==> src/hdl/eaut_pkg.sv <==
package eaut_pkg;

   localparam int unsigned AngleWidth = 16;
   localparam int unsigned RangeWidth = 15;
   localparam int unsigned CountWidth = 8;
   localparam int unsigned TotalWidth = 32;
   localparam int unsigned CsrIndexWidth = 2;

   localparam logic [RangeWidth-1:0] YAW_HALF_RESET   = 15'd1800;
   localparam logic [RangeWidth-1:0] PITCH_HALF_RESET = 15'd9000;
   localparam logic [RangeWidth-1:0] ROLL_HALF_RESET  = 15'd18000;
   localparam logic [CountWidth-1:0] SETTLE_RESET     = 8'd50;
   localparam logic [CountWidth-1:0] COUNT_MAX        = 8'hFF;

   localparam logic signed [AngleWidth-1:0] TURN_MAX = 16'sh7FFF;
   localparam logic signed [AngleWidth-1:0] TURN_MIN = 16'sh8000;

   typedef enum logic [1:0] {
      OP_SAMPLE    = 2'd0,
      OP_RECAL     = 2'd1,
      OP_LINK_LOST = 2'd2,
      OP_LINK_UP   = 2'd3
   } op_type;

   typedef enum logic [CsrIndexWidth-1:0] {
      CSR_YAW_HALF   = 2'd0,
      CSR_PITCH_HALF = 2'd1,
      CSR_ROLL_HALF  = 2'd2,
      CSR_SETTLE     = 2'd3
   } csr_index_type;

   typedef struct packed {
      op_type                       operation;
      logic signed [AngleWidth-1:0] yaw_sample;
      logic signed [AngleWidth-1:0] pitch_sample;
      logic signed [AngleWidth-1:0] roll_sample;
   } req_type;

   typedef struct packed {
      logic signed [TotalWidth-1:0] yaw_total;
      logic signed [TotalWidth-1:0] pitch_total;
      logic signed [TotalWidth-1:0] roll_total;
      logic                         calibrated;
      logic                         ready_res;
   } rsp_type;

   typedef struct packed {
      logic apply;
      logic capture;
   } axis_ctl_type;

endpackage

==> src/hdl/euler_angle_unwrap_tracker.sv <==
// Multi-turn Euler angle unwrapper.
// Request channel (req_valid, req_stall, req_payload) carries either a raw
// yaw/pitch/roll sample or a control event: recalibrate, link lost, link up.
// Every request yields exactly one response on rsp_valid/rsp_stall/rsp_payload
// with the unwrapped angles relative to the captured offsets and the
// calibrated and ready flags after that request.
// Throughput is one request per cycle while the response is not stalled:
// input register, state update, then totals (one 16x17 multiply and add per
// axis) into the output register.
// csr_write/csr_index/csr_data set the three half ranges and the settle
// count; write them only while no request is in flight.
// Reset clears all angle state, sets the link as lost and loads the default
// half ranges (1800, 9000, 18000) and settle count (50).
// When rsp_stall is high the response holds; the stages behind it fill,
// and req_stall rises once the input register cannot move on.
module euler_angle_unwrap_tracker (
   input  logic                                   clock,
   input  logic                                   reset,
   input  logic                                   req_valid,
   output logic                                   req_stall,
   input  eaut_pkg::req_type                      req_payload,
   output logic                                   rsp_valid,
   input  logic                                   rsp_stall,
   output eaut_pkg::rsp_type                      rsp_payload,
   input  logic                                   csr_write,
   input  logic [eaut_pkg::CsrIndexWidth-1:0]     csr_index,
   input  logic [eaut_pkg::RangeWidth-1:0]        csr_data
);

   logic [eaut_pkg::RangeWidth-1:0] yaw_half_ff, pitch_half_ff, roll_half_ff;
   logic [eaut_pkg::CountWidth-1:0] settle_ff;

   logic              s1_valid_ff;
   eaut_pkg::req_type s1_req_ff;
   logic              s2_valid_ff;
   logic              rsp_valid_ff;
   eaut_pkg::rsp_type rsp_ff;

   logic rsp_load, s2_free, apply, s1_free;

   logic [eaut_pkg::CountWidth-1:0] count_ff, count_in, count_base;
   logic                            cal_ff, cal_in;
   logic                            lost_ff, lost_in;
   eaut_pkg::axis_ctl_type          axis_ctl;

   logic signed [eaut_pkg::TotalWidth-1:0] yaw_total, pitch_total, roll_total;

   always_ff @(posedge clock) begin
      if (reset) begin
         yaw_half_ff   <= eaut_pkg::YAW_HALF_RESET;
         pitch_half_ff <= eaut_pkg::PITCH_HALF_RESET;
         roll_half_ff  <= eaut_pkg::ROLL_HALF_RESET;
         settle_ff     <= eaut_pkg::SETTLE_RESET;
      end else if (csr_write) begin
         unique case (eaut_pkg::csr_index_type'(csr_index))
            eaut_pkg::CSR_YAW_HALF:   yaw_half_ff   <= csr_data;
            eaut_pkg::CSR_PITCH_HALF: pitch_half_ff <= csr_data;
            eaut_pkg::CSR_ROLL_HALF:  roll_half_ff  <= csr_data;
            eaut_pkg::CSR_SETTLE:     settle_ff     <= csr_data[eaut_pkg::CountWidth-1:0];
            default:                  settle_ff     <= settle_ff;
         endcase
      end
   end

   // stage flow: input register -> state update -> response register
   assign rsp_load  = s2_valid_ff && (!rsp_valid_ff || !rsp_stall);
   assign s2_free   = !s2_valid_ff || rsp_load;
   assign apply     = s1_valid_ff && s2_free;
   assign s1_free   = !s1_valid_ff || apply;
   assign req_stall = !s1_free;

   always_ff @(posedge clock) begin
      if (reset) begin
         s1_valid_ff  <= 1'b0;
         s2_valid_ff  <= 1'b0;
         rsp_valid_ff <= 1'b0;
      end else begin
         if (s1_free) s1_valid_ff <= req_valid;
         if (s2_free) s2_valid_ff <= apply;
         if (rsp_load) begin
            rsp_valid_ff <= 1'b1;
         end else if (!rsp_stall) begin
            rsp_valid_ff <= 1'b0;
         end
      end
   end

   always_ff @(posedge clock) begin
      if (s1_free && req_valid) s1_req_ff <= req_payload;
      if (rsp_load) begin
         rsp_ff.yaw_total   <= yaw_total;
         rsp_ff.pitch_total <= pitch_total;
         rsp_ff.roll_total  <= roll_total;
         rsp_ff.calibrated  <= cal_ff;
         rsp_ff.ready_res   <= cal_ff && !lost_ff;
      end
   end

   always_comb begin
      count_in         = count_ff;
      cal_in           = cal_ff;
      lost_in          = lost_ff;
      count_base       = count_ff;
      axis_ctl.apply   = 1'b0;
      axis_ctl.capture = 1'b0;
      if (apply) begin
         unique case (s1_req_ff.operation)
            eaut_pkg::OP_SAMPLE: begin
               // restart the settle window if the count already exceeds the settle count while uncalibrated
               if (!cal_ff && count_ff > settle_ff) count_base = '0;
               count_in = (count_base != eaut_pkg::COUNT_MAX) ? count_base + 8'd1 : count_base;
               cal_in   = count_in > settle_ff;
               axis_ctl.apply   = 1'b1;
               axis_ctl.capture = !cal_in;
            end
            eaut_pkg::OP_RECAL: begin
               count_in = '0;
               cal_in   = 1'b0;
            end
            eaut_pkg::OP_LINK_LOST: begin
               count_in = '0;
               cal_in   = 1'b0;
               lost_in  = 1'b1;
            end
            eaut_pkg::OP_LINK_UP: begin
               lost_in = 1'b0;
            end
            default: begin
               lost_in = lost_ff;
            end
         endcase
      end
   end

   always_ff @(posedge clock) begin
      if (reset) begin
         count_ff <= '0;
         cal_ff   <= 1'b0;
         lost_ff  <= 1'b1;
      end else begin
         count_ff <= count_in;
         cal_ff   <= cal_in;
         lost_ff  <= lost_in;
      end
   end

   eaut_axis u_yaw (
      .clock      (clock),
      .reset      (reset),
      .ctl        (axis_ctl),
      .sample     (s1_req_ff.yaw_sample),
      .half_range (yaw_half_ff),
      .total      (yaw_total)
   );

   eaut_axis u_pitch (
      .clock      (clock),
      .reset      (reset),
      .ctl        (axis_ctl),
      .sample     (s1_req_ff.pitch_sample),
      .half_range (pitch_half_ff),
      .total      (pitch_total)
   );

   eaut_axis u_roll (
      .clock      (clock),
      .reset      (reset),
      .ctl        (axis_ctl),
      .sample     (s1_req_ff.roll_sample),
      .half_range (roll_half_ff),
      .total      (roll_total)
   );

   assign rsp_valid   = rsp_valid_ff;
   assign rsp_payload = rsp_ff;

   a_empty_input_takes_request : assert property (@(posedge clock) disable iff (reset)
      !s1_valid_ff |-> !req_stall)
      else $error("input register empty but request stalled");

   a_apply_fills_stage2 : assert property (@(posedge clock) disable iff (reset)
      apply |=> s2_valid_ff)
      else $error("applied request lost before response stage");

   a_stage2_holds : assert property (@(posedge clock) disable iff (reset)
      (s2_valid_ff && !rsp_load) |=> s2_valid_ff && !$past(apply))
      else $error("pending state update overwritten");

   a_link_lost_clears : assert property (@(posedge clock) disable iff (reset)
      (apply && s1_req_ff.operation == eaut_pkg::OP_LINK_LOST) |=> (lost_ff && !cal_ff))
      else $error("link loss did not clear calibration");

   a_ready_needs_cal : assert property (@(posedge clock) disable iff (reset)
      (rsp_valid_ff && rsp_ff.ready_res) |-> rsp_ff.calibrated)
      else $error("ready reported without calibration");

endmodule

==> src/hdl/eaut_axis.sv <==
module eaut_axis (
   input  logic                                           clock,
   input  logic                                           reset,
   input  eaut_pkg::axis_ctl_type                         ctl,
   input  logic signed [eaut_pkg::AngleWidth-1:0]         sample,
   input  logic        [eaut_pkg::RangeWidth-1:0]         half_range,
   output logic signed [eaut_pkg::TotalWidth-1:0]         total
);

   logic signed [eaut_pkg::AngleWidth-1:0] cur_ff, cur_in;
   logic signed [eaut_pkg::AngleWidth-1:0] off_ff, off_in;
   logic signed [eaut_pkg::AngleWidth-1:0] turns_ff, turns_in;

   logic signed [eaut_pkg::AngleWidth:0]   diff;
   logic signed [eaut_pkg::AngleWidth:0]   limit;
   logic                                   wrap_up;
   logic                                   wrap_down;
   logic signed [eaut_pkg::AngleWidth:0]   span;
   logic signed [eaut_pkg::TotalWidth-1:0] product;
   logic signed [eaut_pkg::AngleWidth:0]   rel;

   always_comb begin
      diff      = {sample[eaut_pkg::AngleWidth-1], sample} - {cur_ff[eaut_pkg::AngleWidth-1], cur_ff};
      limit     = {2'b00, half_range};
      wrap_up   = diff < -limit;
      wrap_down = diff > limit;
      cur_in    = cur_ff;
      off_in    = off_ff;
      turns_in  = turns_ff;
      if (ctl.apply) begin
         cur_in = sample;
         if (ctl.capture) begin
            off_in   = sample;
            turns_in = '0;
         end else if (wrap_up) begin
            if (turns_ff != eaut_pkg::TURN_MAX) turns_in = turns_ff + 16'sd1;
         end else if (wrap_down) begin
            if (turns_ff != eaut_pkg::TURN_MIN) turns_in = turns_ff - 16'sd1;
         end
      end
   end

   always_ff @(posedge clock) begin
      if (reset) begin
         cur_ff   <= '0;
         off_ff   <= '0;
         turns_ff <= '0;
      end else begin
         cur_ff   <= cur_in;
         off_ff   <= off_in;
         turns_ff <= turns_in;
      end
   end

   // total = turns * full turn + (current - offset)
   always_comb begin
      span    = {1'b0, half_range, 1'b0};
      product = (eaut_pkg::TotalWidth)'(turns_ff) * (eaut_pkg::TotalWidth)'(span);
      rel     = {cur_ff[eaut_pkg::AngleWidth-1], cur_ff} - {off_ff[eaut_pkg::AngleWidth-1], off_ff};
      total   = product
              + {{(eaut_pkg::TotalWidth-eaut_pkg::AngleWidth-1){rel[eaut_pkg::AngleWidth]}}, rel};
   end

endmodule

==> config.mk <==
export PLATFORM = sky130hd
export DESIGN_NAME = euler_angle_unwrap_tracker
export DESIGN_NICKNAME = d
export VERILOG_FILES = /design/src/hdl/eaut_pkg.sv /design/src/hdl/euler_angle_unwrap_tracker.sv /design/src/hdl/eaut_axis.sv
export SDC_FILE = /design/constraint.sdc
export NUM_CORES = 2
export LEC_CHECK = 0
export ABC_AREA = 1
export CORE_MARGIN = 2
export CORE_UTILIZATION = 30
export CTS_CLUSTER_SIZE = 30
export DETAILED_ROUTE_END_ITERATION = 8
export DONT_BUFFER_PORTS = 1
export SYNTH_ARGS = -nofsm -noshare
export SYNTH_HDL_FRONTEND = slang
export SYNTH_SLANG_ARGS = --single-unit
==> constraint.sdc <==
create_clock -name clock -period 11.33 [get_ports clock]
set_input_delay 0 -clock clock [delete_from_list [all_inputs] [get_ports clock]]
set_output_delay 0 -clock clock [all_outputs]
set_load 0.005 [all_outputs]
# ---- Word-level counts from Yosys, hierarchy flattened
# Cells that the tools add are included.
dict set report word_totals {
  output_inout_bits 100
  in_bits 72
  word_cells 138
  register_bits 358
}
dict set report op_classes {
  mul 3
  n_addsub 19
  n_reduce_logical 37
  n_lt_le_gt_ge 8
  muxes 26
  n_eq_ne 17
}
# operator count
set op_table {}
lappend op_table {{$mux 16} 15}
lappend op_table {{$sub 16x16->17} 6}
lappend op_table {{$add 32x32->32} 3}
lappend op_table {{$ne 16x16->1 const B} 6}
lappend op_table {{$mul 16x16->31} 3}
lappend op_table {{$gt 17x16->1} 3}
lappend op_table {{$lt 17x17->1} 3}
lappend op_table {{$neg 15->17} 3}
lappend op_table {{$add 16x2->16 const B} 3}
lappend op_table {{$sub 16x2->16 const B} 3}
lappend op_table {{$mux 8} 4}
lappend op_table {{$reduce_bool 3->1} 6}
lappend op_table {{$gt 8x8->1} 2}
lappend op_table {{$pmux 8 s2} 1}
lappend op_table {{$reduce_and 2->1} 7}
lappend op_table {{$reduce_and 4->1} 3}
lappend op_table {{$ne 3x3->1 const B} 3}
lappend op_table {{$add 8x1->8 const B} 1}
lappend op_table {{$eq 2x2->1 const B} 4}
lappend op_table {{$logic_not 1->1} 8}
lappend op_table {{$ne 8x8->1 const B} 1}
lappend op_table {{$logic_and 1x1->1} 5}
lappend op_table {{$eq 2x1->1 const B} 2}
lappend op_table {{$logic_not 2->1} 2}
lappend op_table {{other kinds (7)} 13}

# ---- Longest topological paths before layout
dict set report logic_depth {
  word_depth 14
  ltp_mapped 39
  depth_no_buf 37
}

# ---- Cells and area by module
# Synthesis repeated with hierarchy kept, for this count alone.
dict set report hier_totals {
  cells_unflattened 7367
  hier_area_um2 56489.2
}
# module cells_each n_inst area_per_inst_um2 seq_area_each_um2
set modules_own_cells {}
lappend modules_own_cells {{eaut_axis (u_yaw)} 2273 1 16378.2 960.9}
lappend modules_own_cells {{eaut_axis (u_roll)} 2264 1 16299.4 960.9}
lappend modules_own_cells {{eaut_axis (u_pitch)} 2269 1 16273.1 960.9}
lappend modules_own_cells {euler_angle_unwrap_tracker 561 1 7538.5 5765.5}

# ---- Worst setup path after synthesis
# OpenSTA, ideal clock, no wires.
dict set report synth_path {
  kind {register to register}
  start {register u_yaw.turns_ff[15] (netlist name)}
  end {register rsp_ff, in the netlist rsp_payload[97], data pin}
  path_slack_ns 4.290
  synth_period_minus_slack_ns 7.040
  arrival_time_ns 6.788
  t_required_ns 11.078
  path_stages_with_launch 35
  n_path_buf 2
  setup_time_ns 0.252
  path_cell_list {dfxtp_1 > buf_2 > buf_1 > nand2_1 > inv_1 > fa_1 > inv_1 > fa_1 > inv_1 > fa_1 > fa_1 > fa_1 > inv_1 > fa_1 > inv_1 > ha_1 > nand2_1 > nor3_1 > nand4_1 > nand3_1 > nand3_1 > nand2_1 > a31oi_1 > xor2_1 > ha_1 > nand2_1 > nor3_1 > nand2_1 > nor4_1 > nand2_1 > o211ai_1 > xnor2_1 > inv_1 > nand2_1 > nand2_1}
}
dict set report synth_via {
  elab_chain_len 2
}
# element line_no
set synth_rtl {}
lappend synth_rtl {{start, declared} eaut_axis.sv:12} ;# logic signed [eaut_pkg::AngleWidth-1:0] turns_ff, turns_in;
lappend synth_rtl {{start signal, assigned} eaut_axis.sv:51} ;# turns_ff <= turns_in;
lappend synth_rtl {{$mul 16x16->31} eaut_axis.sv:58} ;# product = (eaut_pkg::TotalWidth)'(turns_ff) * (eaut_pkg::TotalWidth)'(span);
lappend synth_rtl {{$add 32x32->32} eaut_axis.sv:61} ;# + {{(eaut_pkg::TotalWidth-eaut_pkg::AngleWidth-1){rel[eaut_pkg::AngleWidth]}}, rel};
lappend synth_rtl {{named net u_yaw.total (one bit)} eaut_axis.sv:7} ;# output logic signed [eaut_pkg::TotalWidth-1:0] total
lappend synth_rtl {{end, declared} euler_angle_unwrap_tracker.sv:37} ;# eaut_pkg::rsp_type rsp_ff;
# The timed path passes the listed nets, and every way through them passes these cells.
# A chain may end at the register's enable or synchronous reset.

# ---- Final worst setup path
dict set report layout_path {
  start {register u_pitch.turns_ff[15] (netlist name)}
  end {register rsp_ff, in the netlist rsp_payload[65], data pin}
}
dict set report layout_via {
  elab_chain_len 2
}
# element line_no
set layout_rtl {}
lappend layout_rtl {{start, declared} eaut_axis.sv:12}
lappend layout_rtl {{start signal, assigned} eaut_axis.sv:51}
lappend layout_rtl {{$mul 16x16->31} eaut_axis.sv:58}
lappend layout_rtl {{$add 32x32->32} eaut_axis.sv:61}
lappend layout_rtl {{named net pitch_total (one bit)} euler_angle_unwrap_tracker.sv:46} ;# logic signed [eaut_pkg::TotalWidth-1:0] yaw_total, pitch_total, roll_total;
# The timed path passes the listed nets, and every way through them passes these cells.

==> out/results.tsv <==
metric	value	unit
cts_setup_buffers	0	
final_hold_viol_count	0	
start_util	30.14	%
powerDensity	94.15	mW/mm^2
grt_pass1_wl	256000	um
ys_types	55	
status	finished, final reports clean	
min_to	s1_req_ff[29]	
crit_fanout	18	
pre_cts_slack	3.361	ns
viasPerCell	4.714	
grt_max_degree	98	
synth_compound_area_share	9.582	%
ys.flop_type	dfxtp_1	
layout_min_cycle_time	8.005	ns
min_from	req_payload[29]	
core	0.1850	sq mm
vias	45871	
slew-limit-headroom	31.31	%
synthMuxAreaShare	0	%
cts_tree	yes	
synth_seq_cells	358	
critPathMaxStageDelay	0.87	ns
ys_top_cells_by_area	fa_1 26%, ha_1 13%, inv_1 12%	
cp-start-kind	flip-flop	
syn_to_final_growth	9.273	%
ant_nets	0	
numClockSinks	358	
finalWorstSetupSlack	3.325	ns
r2r_cells	32	
yosys_warnings	0	
place_area	0.05808	sq mm
routabilityCongestion	0.9023	
fin_area	0.06094	sq mm
place_hpwl	127900	um
avgSynthCellArea	7.684	sq um
cts.reportedPaths.clkPinSlew	0.06	ns
synth_cells	7258	
holdCritPathClass	input port to flip-flop	
synthSimpleGateAreaFrac	16.58	%
netlist.top_cell.by_area	fa_1	
arrival	8.43	ns
drt_wl_total	158900	um
drt_iter0_markers	2814	
tightest_slew	1.029	ns
syn_area	0.05577	sq mm
fin_skew	0.02502	ns
worstPathRequired	11.76	ns
syn-num-nets	8646	
synth_fa_ha_area_share	39.42	%
clk_latency	0.67	ns
crit_type	flip-flop to flip-flop	
cts_made_buffers	47	
overflow	0	
synth.most_common_cell	inv_1	
worst_path_max_delay_cell	dfxtp_1	
grt_pass1_vias	46989	
fill_cells	19645	
ioPinCount	172	
setup_tns	0	ns
reg2reg_slack	3.33	ns
final_nets	8595	
max_freq	124.9	MHz
drc	0	
wire_per_inst	16.33	um
clock-root-buffer	clkbuf_16	
ys_seq_area_share	15.51	%
clockBufferDepth	3	
grt.total_usage	16.79	%
drt-pass1-iter-count	6	
rsz0062_at_grt	no	
finalMaxSlewViolations	0	
die-area	0.1894	sq mm
ir_drop	114.9	uV
synth_edf_count	148	
die_y	435.2	um
synthXorXnorAreaFrac	5.434	%
synth_top_area_share	26.38	%
io_buffers	0	
drive_gt1_share	1.974	%
p_leak	32.36	nW
antenna_found_initial	25	
dieWidth	435.2	um
hold_path_depth	1	
critPathCaptureType	flip-flop	
path_common_cell	inv_1	
cts_max_level	2	
setup_viol	0	
r2r-start	u_pitch.turns_ff[15]	
layout_worst_path_cycle_share	70.65	%
synth_commonest_cells	1718 x inv_1, 1557 x nand2_1, 735 x fa_1, 581 x ha_1, 547 x a21oi_1	
async_flop_share	0	%
synth_top_family_by_area	adder cells	
cap_violations	0	
reg2reg_to	rsp_payload[65]	
std_cell_rows	158	
[flip-flops by register name (all words and copies together) (netlist names), 8 cells and up]
register,cells
u_roll.off_ff,16
settle_ff,8
u_pitch.turns_ff,16
u_yaw.cur_ff,16
u_roll.cur_ff,16
u_pitch.off_ff,16
roll_half_ff,15
u_roll.turns_ff,16
u_yaw.off_ff,16
s1_req_ff,50
pitch_half_ff,15
u_pitch.cur_ff,16
count_ff,8
rsp_payload,98
u_yaw.turns_ff,16
yaw_half_ff,15
[critical path: cells and delay by family, from the launching register on]
family                   cells  cell delay, ns
buffers and inverters        7            0.97
adder cells (fa/ha/maj)      8            3.69
flip-flops                   1            0.87
AO/OA/AOI/OAI                6            0.79
AND/OR/NAND/NOR             10            1.30
XOR/XNOR                     1            0.13
[routing by layer]
metal	global-route usage, %	up-vias	routed length (um)
li1	-	22128	-
met3	2.084	230	7663
met4	4.318	2	4138
met1	22.25	22358	71670
met2	28.80	1153	75390
met5	0	-	12
[layout by cell type, fill, tap and decap left out, drive strengths merged, types with 10 or more instances in the layout]
master and count:
inv 1728, nand2 1567, fa 735, ha 581
a21oi 548, nor2 309, o21ai 267, nand3 240
xor2 236, dfxtp 210, edfxtp 148, dlygate4sd3 125
xnor2 110, nor3 69, clkbuf 49, nand4 42
a21o 39, a31oi 31, buf 29, o21bai 23
clkinv 22, o211ai 21, a21boi 18, nor4 16
o21a 10, nand3b 10, clkinvlp 10
[area by class of cell]
type / instances / area, sq um / area share [%]
Sequential cell: 358 / 8648 / 14.19
Clock inverter: 39 / 389.1 / 0.6386
Antenna cell: 4 / 10.01 / 0.01643
Clock buffer: 49 / 1184 / 1.942
Timing Repair Buffer: 154 / 1489 / 2.443
Inverter: 1725 / 6477 / 10.63
Multi-Input combinational cell: 4921 / 39640 / 65.05
Tap cell: 2480 / 3103 / 5.092
[cell families (layout without fill, tap and decap cells)]
family / count (synthesis) / after routing
buffers and inverters: 1979 / 1967
adders and majority gates: 1316 / 1316
xor gates and xnor gates: 346 / 346
DFF: 358 / 358
other: 0 / 4
and+or+nand+nor: 2275 / 2275
AOI/OAI and AO/OA: 984 / 984
[report_power, final]
group | switching [mW] | leakage [nW] | internal, mW | total, mW
Sequential | 0.127 | 3.10 | 1.50 | 1.63
Combinational | 1.64 | 28.5 | 0.894 | 2.54
Clock | 0.702 | 0.741 | 0.865 | 1.57
[what timing repair did]
item / CTS / global route
hold buffers: 126 / 0
gates resized for setup: 0 / 0
hold endpoints to repair: 250 / 0
endpoints found under the setup margin: 0 / 0
[metrics by stage]
stage	power [mW]	std cells	util [%]	hold slack (ns)
after floorplan	3.436	7258	-	0.09887
after global placement	4.091	9512	31.39	0.09892
after detailed placement	4.100	9512	31.39	0.09893
after CTS	5.775	9726	32.93	0.002664
after global routing	6.148	9730	32.93	0.01145
final	5.737	9730	32.93	0.04327
[worst max path at each step]
stage / from / endpoint
after floorplan: u_yaw.turns_ff[15] / rsp_payload[97]
after global placement: u_yaw.turns_ff[15] / rsp_payload[97]
after detailed placement: u_pitch.turns_ff[15] / rsp_payload[65]
after CTS: pitch_half_ff[1] / rsp_payload[65]
after global routing: u_pitch.turns_ff[15] / rsp_payload[65]
final: u_pitch.turns_ff[15] / rsp_payload[65]
Note: power is estimated with default switching activity, not from simulation.
